$ cat config.mk
export PLATFORM = sky130hd
export DESIGN_NAME = semaphore_unit_round_robin_wake
export DESIGN_NICKNAME = d
export VERILOG_FILES = /design/src/rtl/surrw_pkg.sv /design/src/rtl/surrw_ctrl.sv /design/src/rtl/surrw_dp.sv /design/src/rtl/semaphore_unit_round_robin_wake.sv
export VERILOG_INCLUDE_DIRS = /design/src /design/src/rtl
export SDC_FILE = /design/constraint.sdc
export NUM_CORES = 1
export LEC_CHECK = 0
export BUFFER_PORTS_ARGS = -buffer_cell sky130_fd_sc_hd__buf_2
export CORE_MARGIN = 1
export CORE_UTILIZATION = 45
export DETAILED_ROUTE_END_ITERATION = 6
export PLACE_DENSITY = 0.65
export SETUP_SLACK_MARGIN = 0.02
export SYNTH_ARGS = -nofsm -noshare
export SYNTH_HDL_FRONTEND = slang
export SYNTH_HIERARCHICAL = 1
export SYNTH_SLANG_ARGS = --single-unit
$ cat constraint.sdc
create_clock -name clk -period 11.85 [get_ports clk]
set_input_delay 1.185 -clock clk [delete_from_list [all_inputs] [get_ports clk]]
set_output_delay 1.185 -clock clk [all_outputs]
set_load 0.01 [all_outputs]
$ cat src/rtl/semaphore_unit_round_robin_wake_defines.svh
// Assertion macros for the semaphore bank with round-robin wakeup.
`ifndef SEMAPHORE_UNIT_ROUND_ROBIN_WAKE_DEFINES_SVH
`define SEMAPHORE_UNIT_ROUND_ROBIN_WAKE_DEFINES_SVH

// Check cons in the same cycle as ante.
`define SURRW_ASSERT_SAME(label, ante, cons, msg) \
    label: assert property (@(posedge clk) disable iff (!rst_n) (ante) |-> (cons)) \
        else $error(msg);

// Check cons in the cycle after ante.
`define SURRW_ASSERT_NEXT(label, ante, cons, msg) \
    label: assert property (@(posedge clk) disable iff (!rst_n) (ante) |=> (cons)) \
        else $error(msg);

`endif

$ cat src/rtl/surrw_pkg.sv
// Shared types, constants and the bit_pos helper function of the semaphore bank.
package surrw_pkg;

    localparam int NUM_SEMAPHORES = 8;
    localparam int NUM_PROCESSES  = 8;

    localparam int OPCODE_W = 2;
    localparam int SEM_W    = 3;
    localparam int COUNT_W  = 8;
    localparam int PID_W    = 3;
    localparam int MASK_W   = 8;
    localparam int CMP_W    = 8;
    localparam int SEM_AW   = (NUM_SEMAPHORES > 1) ? $clog2(NUM_SEMAPHORES) : 1;

    localparam int S_TDATA_W = 16;
    localparam int M_TDATA_W = 24;

    localparam logic [OPCODE_W-1:0] OP_INIT = 2'd0;
    localparam logic [OPCODE_W-1:0] OP_POST = 2'd1;
    localparam logic [OPCODE_W-1:0] OP_WAIT = 2'd2;

    typedef enum logic [0:0] {
        ST_IDLE,
        ST_EXEC
    } state_t;

    typedef struct packed {
        logic load;
        logic exec;
    } cmd_t;

    function automatic logic [PID_W-1:0] bit_pos(input logic [MASK_W-1:0] v);
        logic [PID_W-1:0] p;
        logic             hit;
        p   = '0;
        hit = 1'b0;
        for (int i = 0; i < MASK_W; i++)
        begin
            if (!hit && v[i])
            begin
                p   = PID_W'(i);
                hit = 1'b1;
            end
        end
        return p;
    endfunction

endpackage

$ cat src/rtl/surrw_ctrl.sv
// Controller: capture a beat, run one table update, hold the result until taken.
module surrw_ctrl (
    input  logic               clk,
    input  logic               rst_n,
    input  logic               s_tvalid,
    output logic               s_tready,
    output logic               m_tvalid,
    input  logic               m_tready,
    output surrw_pkg::cmd_t    cmd
);

    surrw_pkg::state_t state_reg;
    surrw_pkg::state_t state_next;
    logic              out_valid_reg;
    logic              out_valid_next;

    always_comb
    begin
        state_next = state_reg;
        unique case (state_reg)
            surrw_pkg::ST_IDLE:
            begin
                if (s_tvalid)
                begin
                    state_next = surrw_pkg::ST_EXEC;
                end
            end
            surrw_pkg::ST_EXEC:
            begin
                if (!out_valid_reg || m_tready)
                begin
                    state_next = surrw_pkg::ST_IDLE;
                end
            end
            default:
            begin
                state_next = surrw_pkg::ST_IDLE;
            end
        endcase
    end

    always_comb
    begin
        s_tready = 1'b0;
        cmd      = '0;
        unique case (state_reg)
            surrw_pkg::ST_IDLE:
            begin
                s_tready = 1'b1;
                cmd.load = s_tvalid;
            end
            surrw_pkg::ST_EXEC:
            begin
                cmd.exec = !out_valid_reg || m_tready;
            end
            default:
            begin
                s_tready = 1'b0;
            end
        endcase
    end

    always_comb
    begin
        out_valid_next = out_valid_reg;
        if (cmd.exec)
        begin
            out_valid_next = 1'b1;
        end
        else if (m_tready)
        begin
            out_valid_next = 1'b0;
        end
    end

    assign m_tvalid = out_valid_reg;

    always_ff @(posedge clk or negedge rst_n)
    begin
        if (!rst_n)
        begin
            state_reg     <= surrw_pkg::ST_IDLE;
            out_valid_reg <= 1'b0;
        end
        else
        begin
            state_reg     <= state_next;
            out_valid_reg <= out_valid_next;
        end
    end

endmodule

$ cat src/rtl/surrw_dp.sv
// Datapath: semaphore table, read-modify-write of one entry, result register.
module surrw_dp (
    input  logic                            clk,
    input  logic                            rst_n,
    input  surrw_pkg::cmd_t                 cmd,
    input  logic [surrw_pkg::S_TDATA_W-1:0] in_data,
    output logic [surrw_pkg::M_TDATA_W-1:0] out_data
);

    localparam int NS = surrw_pkg::NUM_SEMAPHORES;
    localparam int NP = surrw_pkg::NUM_PROCESSES;
    localparam int MW = surrw_pkg::MASK_W;
    localparam int PW = surrw_pkg::PID_W;
    localparam int CW = surrw_pkg::COUNT_W;

    logic [surrw_pkg::OPCODE_W-1:0] op_reg;
    logic [surrw_pkg::SEM_W-1:0]    idx_reg;
    logic signed [CW-1:0]           ival_reg;
    logic [PW-1:0]                  pid_reg;

    logic signed [CW-1:0] cnt_reg     [NS];
    logic [MW-1:0]        waiters_reg [NS];
    logic [MW-1:0]        lw_reg      [NS];
    logic [MW-1:0]        global_reg;

    logic signed [CW-1:0] cnt_next;
    logic [MW-1:0]        waiters_next;
    logic [MW-1:0]        lw_next;
    logic [MW-1:0]        global_next;

    logic [surrw_pkg::SEM_AW-1:0] addr;
    logic                         bad;
    logic signed [CW-1:0]         cnt_cur;
    logic [MW-1:0]                waiters_cur;
    logic [PW-1:0]                start;
    logic                         found;
    logic [PW-1:0]                found_pid;
    logic [PW:0]                  pos;
    logic [MW-1:0]                pid_bit;
    logic [MW-1:0]                wake_bit;
    logic                         pid_ok;

    logic          granted;
    logic          blocked;
    logic          wvalid;
    logic [PW-1:0] wproc;

    logic          res_bad_reg;
    logic          res_granted_reg;
    logic          res_blocked_reg;
    logic          res_wvalid_reg;
    logic [PW-1:0] res_wproc_reg;
    logic [CW-1:0] res_count_reg;
    logic [MW-1:0] res_mask_reg;

    assign addr        = surrw_pkg::SEM_AW'(idx_reg);
    assign bad         = surrw_pkg::CMP_W'(idx_reg) >= surrw_pkg::CMP_W'(NS);
    assign cnt_cur     = cnt_reg[addr];
    assign waiters_cur = waiters_reg[addr];
    assign start       = surrw_pkg::bit_pos(lw_reg[addr]);
    assign pid_ok      = surrw_pkg::CMP_W'(pid_reg) < surrw_pkg::CMP_W'(NP);
    assign pid_bit     = MW'(1) << pid_reg;
    assign wake_bit    = MW'(1) << found_pid;

    always_comb
    begin
        found     = 1'b0;
        found_pid = '0;
        pos       = '0;
        for (int k = 1; k <= NP; k++)
        begin
            pos = (PW+1)'(start) + (PW+1)'(k);
            if (pos >= (PW+1)'(NP))
            begin
                pos = pos - (PW+1)'(NP);
            end
            if (!found && waiters_cur[pos[PW-1:0]])
            begin
                found     = 1'b1;
                found_pid = pos[PW-1:0];
            end
        end
    end

    always_comb
    begin
        cnt_next     = cnt_cur;
        waiters_next = waiters_cur;
        lw_next      = lw_reg[addr];
        global_next  = global_reg;
        granted      = 1'b0;
        blocked      = 1'b0;
        wvalid       = 1'b0;
        wproc        = '0;
        case (op_reg)
            surrw_pkg::OP_INIT:
            begin
                cnt_next     = ival_reg;
                waiters_next = '0;
                lw_next      = MW'(1);
            end
            surrw_pkg::OP_POST:
            begin
                if (waiters_cur == '0)
                begin
                    cnt_next = cnt_cur + CW'(1);
                end
                else
                begin
                    waiters_next = waiters_cur & ~wake_bit;
                    global_next  = global_reg & ~wake_bit;
                    lw_next      = wake_bit;
                    wvalid       = found;
                    wproc        = found_pid;
                end
            end
            surrw_pkg::OP_WAIT:
            begin
                if (cnt_cur != '0)
                begin
                    cnt_next = cnt_cur - CW'(1);
                    granted  = 1'b1;
                end
                else if (pid_ok)
                begin
                    waiters_next = waiters_cur | pid_bit;
                    global_next  = global_reg | pid_bit;
                    blocked      = 1'b1;
                end
            end
            default:
            begin
                cnt_next = cnt_cur;
            end
        endcase
    end

    always_ff @(posedge clk)
    begin
        if (cmd.load)
        begin
            op_reg   <= in_data[1:0];
            idx_reg  <= in_data[4:2];
            ival_reg <= in_data[12:5];
            pid_reg  <= in_data[15:13];
        end
    end

    always_ff @(posedge clk or negedge rst_n)
    begin
        if (!rst_n)
        begin
            for (int i = 0; i < NS; i++)
            begin
                cnt_reg[i]     <= '0;
                waiters_reg[i] <= '0;
                lw_reg[i]      <= MW'(1);
            end
            global_reg <= '0;
        end
        else if (cmd.exec && !bad)
        begin
            cnt_reg[addr]     <= cnt_next;
            waiters_reg[addr] <= waiters_next;
            lw_reg[addr]      <= lw_next;
            global_reg        <= global_next;
        end
    end

    always_ff @(posedge clk)
    begin
        if (cmd.exec)
        begin
            if (bad)
            begin
                res_bad_reg     <= 1'b1;
                res_granted_reg <= 1'b0;
                res_blocked_reg <= 1'b0;
                res_wvalid_reg  <= 1'b0;
                res_wproc_reg   <= '0;
                res_count_reg   <= '0;
                res_mask_reg    <= global_reg;
            end
            else
            begin
                res_bad_reg     <= 1'b0;
                res_granted_reg <= granted;
                res_blocked_reg <= blocked;
                res_wvalid_reg  <= wvalid;
                res_wproc_reg   <= wproc;
                res_count_reg   <= cnt_next;
                res_mask_reg    <= global_next;
            end
        end
    end

    assign out_data = {1'b0, res_mask_reg, res_count_reg, res_wproc_reg, res_wvalid_reg,
                       res_blocked_reg, res_granted_reg, res_bad_reg};

endmodule

$ cat src/rtl/semaphore_unit_round_robin_wake.sv
// Semaphore bank with round-robin wakeup: one input beat in, one result beat out.
// Each operation captures the input beat in ST_IDLE, then in ST_EXEC reads, updates and
// writes back the addressed semaphore entry into the result register. A new beat is
// taken as soon as that update is done, while the previous result may still wait on the
// output; the update cycle holds only while an untaken result occupies the result
// register. The table comes out of reset already cleared, so beats are taken at once.
module semaphore_unit_round_robin_wake (
    input  logic                            clk,
    input  logic                            rst_n,
    input  logic                            s_tvalid,
    output logic                            s_tready,
    // opcode[1:0], sem_index[4:2], init_value[12:5], process_id[15:13]
    input  logic [surrw_pkg::S_TDATA_W-1:0] s_tdata,
    output logic                            m_tvalid,
    input  logic                            m_tready,
    // bad_index[0], granted[1], blocked[2], woken_valid[3], woken_process[6:4],
    // count_after[14:7], waiting_mask[22:15], zero[23]
    output logic [surrw_pkg::M_TDATA_W-1:0] m_tdata
);

`include "semaphore_unit_round_robin_wake_defines.svh"

    surrw_pkg::cmd_t cmd;

    surrw_ctrl u_ctrl (
        .clk      (clk),
        .rst_n    (rst_n),
        .s_tvalid (s_tvalid),
        .s_tready (s_tready),
        .m_tvalid (m_tvalid),
        .m_tready (m_tready),
        .cmd      (cmd)
    );

    surrw_dp u_dp (
        .clk      (clk),
        .rst_n    (rst_n),
        .cmd      (cmd),
        .in_data  (s_tdata),
        .out_data (m_tdata)
    );

    `SURRW_ASSERT_SAME(a_one_outcome, m_tvalid, $onehot0({m_tdata[0], m_tdata[1], m_tdata[2], m_tdata[3]}), "more than one outcome flag in result beat")
    `SURRW_ASSERT_SAME(a_wproc_zero, m_tvalid && !m_tdata[3], m_tdata[6:4] == 3'd0, "woken process set without wakeup")
    `SURRW_ASSERT_NEXT(a_one_at_a_time, s_tvalid && s_tready, !s_tready && cmd.exec == (!m_tvalid || m_tready), "beat taken while an update is pending")
    `SURRW_ASSERT_NEXT(a_result_follows, cmd.exec, m_tvalid, "update without result beat")

endmodule
==> impl_metrics.py <==
metrics = {
    "logic_synthesis": {
        "synth_area_sq_um": 12580,
        "synthAdderAreaFrac_pct": 0.7959,
        "ys_ff_latch": 240,
        "ys_warn_count": 6,
        "avgSynthCellArea_sq_um": 9.557,
        "synthSimpleGateAreaFrac_pct": 14.58,
        "synth_edf_count": 38,
        "ys.flop_type": "dfrtp_1",
        "synthXorXnorAreaFrac_pct": 0.8357,
        "ys_types": 95,
        "synth_top_family_by_area": "compound AO/OA/AOI/OAI gates",
        "synth_mux_area_share_pct": 7.799,
        "synth-compound-area-share_pct": 22.32,
        "async_reset_ff_share_pct": 84.17,
        "postSynthCellCount": 1316,
        "synth-seq-area-share_pct": 49.34,
    },
    "final_layout": {
        "drive_gt1_share_pct": 14.50,
        "fin_nets": 1339,
        "flow.area_growth_from_synthesis_pct": 10.52,
        "fillers": 2563,
        "layout_common_cells": "245 x nand2_1, 194 x dfrtp_1, 176 x o21ai_0",
        "diodes": 0,
        "final_common_cell": "nand2_1",
        "final_cell_area_sq_um": 13900,
    },
    "sta": {
        "drv_slew": 0,
        "hold_viol_final": 0,
        "skew_ns": 0.01775,
        "finalSetupViolations": 0,
        "tns_ns": 0,
        "min_period_over_period_pct": 58.68,
        "slew_headroom_pct": 18.09,
        "tightest_slew_ns": 1.224,
        "whs_ns": 0.4610,
        "rsz0062_at_grt": "no",
        "fmax_mhz": 143.8,
        "setup_ws_ns": 4.897,
        "min_period_ns": 6.953,
    },
    "route": {
        "postRouteAntennaNets": 0,
        "wirelength_um": 34630,
        "via_per_inst": 5.866,
        "drt_iter0_drc": 970,
        "detail_route.wl_per_cell_um": 20.33,
        "first_pass_iters": 5,
        "via_count": 9989,
        "route.detailed.drc": 0,
    },
    "clocking": {
        "cts_root_buf": "clkbuf_16",
        "cts.clk_slew.worst_paths_ns": 0.06,
        "clockBufferDepth": 3,
        "cts.sinks": 240,
        "h-tree-depth": 1,
        "tritoncts": "built",
        "clock_latency_ns": 0.54,
        "cts_resized": 0,
        "hold_buffers": 0,
        "postCtsSetupBuffers": 0,
        "numCtsBuffers": 26,
    },
    "critical_path": {
        "path_cells": "buf_4, buf_4, nor2_1, a22oi_1, o2bb2ai_1, a21boi_1, and2_1, nor2_8, inv_4, ha_1, xnor2_1, nand2_1, o22ai_1, nor2_1, a311oi_1, a41oi_2, nor2b_1, nand2_1, a2111oi_4, o31ai_1",
        "arrival_ns": 7.33,
        "worst-path-buf-inv": 3,
        "cp_max_fo": 38,
        "path_class": "reg -> reg",
        "slowest_delay_ns": 0.99,
        "required_ns": 12.23,
        "start_kind": "register",
        "crit_path_end_kind": "register",
        "cp_slowest_cell": "nor2_1",
        "crit_family": "simple AND/OR/NAND/NOR gates",
    },
    "global_routing": {
        "grt_pass1_wl_um": 55550,
        "antenna_found_initial": 1,
        "grt_max_degree": 123,
        "grt_pass1_vias": 10020,
        "grt_use_total_pct": 24.69,
        "globalRoute.totalOverflow": 0,
    },
    "die": {
        "ioPinCount": 46,
        "rows": 60,
        "dieArea_sq_um": 28620,
        "coreArea_sq_um": 27180,
        "die_w_um": 169.2,
        "start_util_pct": 46.28,
        "die_y_um": 169.2,
    },
    "status": {
        "outcome": "completed",
    },
    "placed_design": {
        "place_congestion": 0.8749,
        "dpl_cell_area_sq_um": 12990,
        "dp_hpwl_um": 21940,
        "dp_slack_ns": 5.015,
        "numPortBuffers": 43,
    },
    "power_and_ir_drop": {
        "p_leak_uw": 0.005908,
        "powerDensity_nw_per_um2": 281.6,
        "ir_drop_uv": 142.4,
        "power_uw": 3914,
    },
    "run": {
        "max_cap_violations": 0,
    },
    "min_path": {
        "hold_path.class": "reg -> reg",
    },
}
## cells by family after synthesis
family,after synthesis
flops,240
mux,90
xor+xnor,9
fa+ha+maj,8
simple gates,411
other cells,1
buf+inv,122
compound gates,435
## area by class of cell
cell class                      count  area [sq um]  share of cell area, %
Sequential cell                   240          6206                  44.65
Multi-Input combinational cell    955          5861                  42.16
Clock buffer                       38         765.7                  5.509
Tap cell                          372         465.4                  3.349
Timing Repair Buffer               59         344.1                  2.475
Clock inverter                     10         146.4                  1.053
Inverter                           29         111.4                 0.8012
## routing by layer
layer  track usage [%]  vias up  routed length, um  share of wire (%)
met5                 0        -                  0                  0
met4             7.246        0                949                2.7
met3             3.335       57               2147                6.2
met2             40.40      354              16160                 47
met1             34.25     4827              15370                 44
li1                  -     4751                  -                  -
## metrics by stage
step / utilization, % / instances
floorplan: - / 1317
CTS: 51.15 / 1703
global route: 51.15 / 1703
detailed placement: 47.79 / 1655
finish: 51.15 / 1703
global placement: 47.79 / 1655
## worst reg2reg max path, delay by kind of cell (launching register included)
family                     cells  cell delay (ns)
buffers and inverters          3             0.75
AOI/OAI and AO/OA              8             2.36
xor gates and xnor gates       1             0.27
DFF                            1             0.35
and+or+nand+nor                7             2.83
adders and majority gates      1             0.25
## power breakdown
part	total, uW	internal (uW)	switching [uW]
clock network	851	515	337
registers	1260	1120	135
logic	1810	633	1170
## cells in the mapped netlist (all sizes together), types with 10 or more instances
library cell,number,area [sq um]
edfxtp,38,1141
a31oi,18,118.9
nor3,10,60.06
a22oi,16,130.1
dfrtp,194,4855
o31ai,22,165.2
nor2,64,261.5
mux2i,53,530.5
o21ai,232,1169
nand2,247,937.2
clkbuf,58,217.7
a221oi,23,207.7
a21oi,40,204.0
nor2b,13,83.83
buf,35,210.2
nand3,29,145.1
inv,28,107.6
mux2,34,382.9
## worst paths after layout
check	startpoint	end	slack [ns]	cells after the start
min reg2reg	u_dp/lw_reg[16]	u_dp/lw_reg[16]	0.46	2
min	u_dp/lw_reg[16]	u_dp/lw_reg[16]	0.46	2
max	u_dp/addr[1]	u_dp/waiters_reg[8]	4.90	20
max reg2reg	u_dp/addr[1]	u_dp/waiters_reg[8]	4.90	20
min in group asynchronous	rst_n	u_dp/cnt_reg[12]	0.77	1
max in group asynchronous	rst_n	u_dp/lw_reg[36]	9.38	2
(Power assumes the default switching activity.)
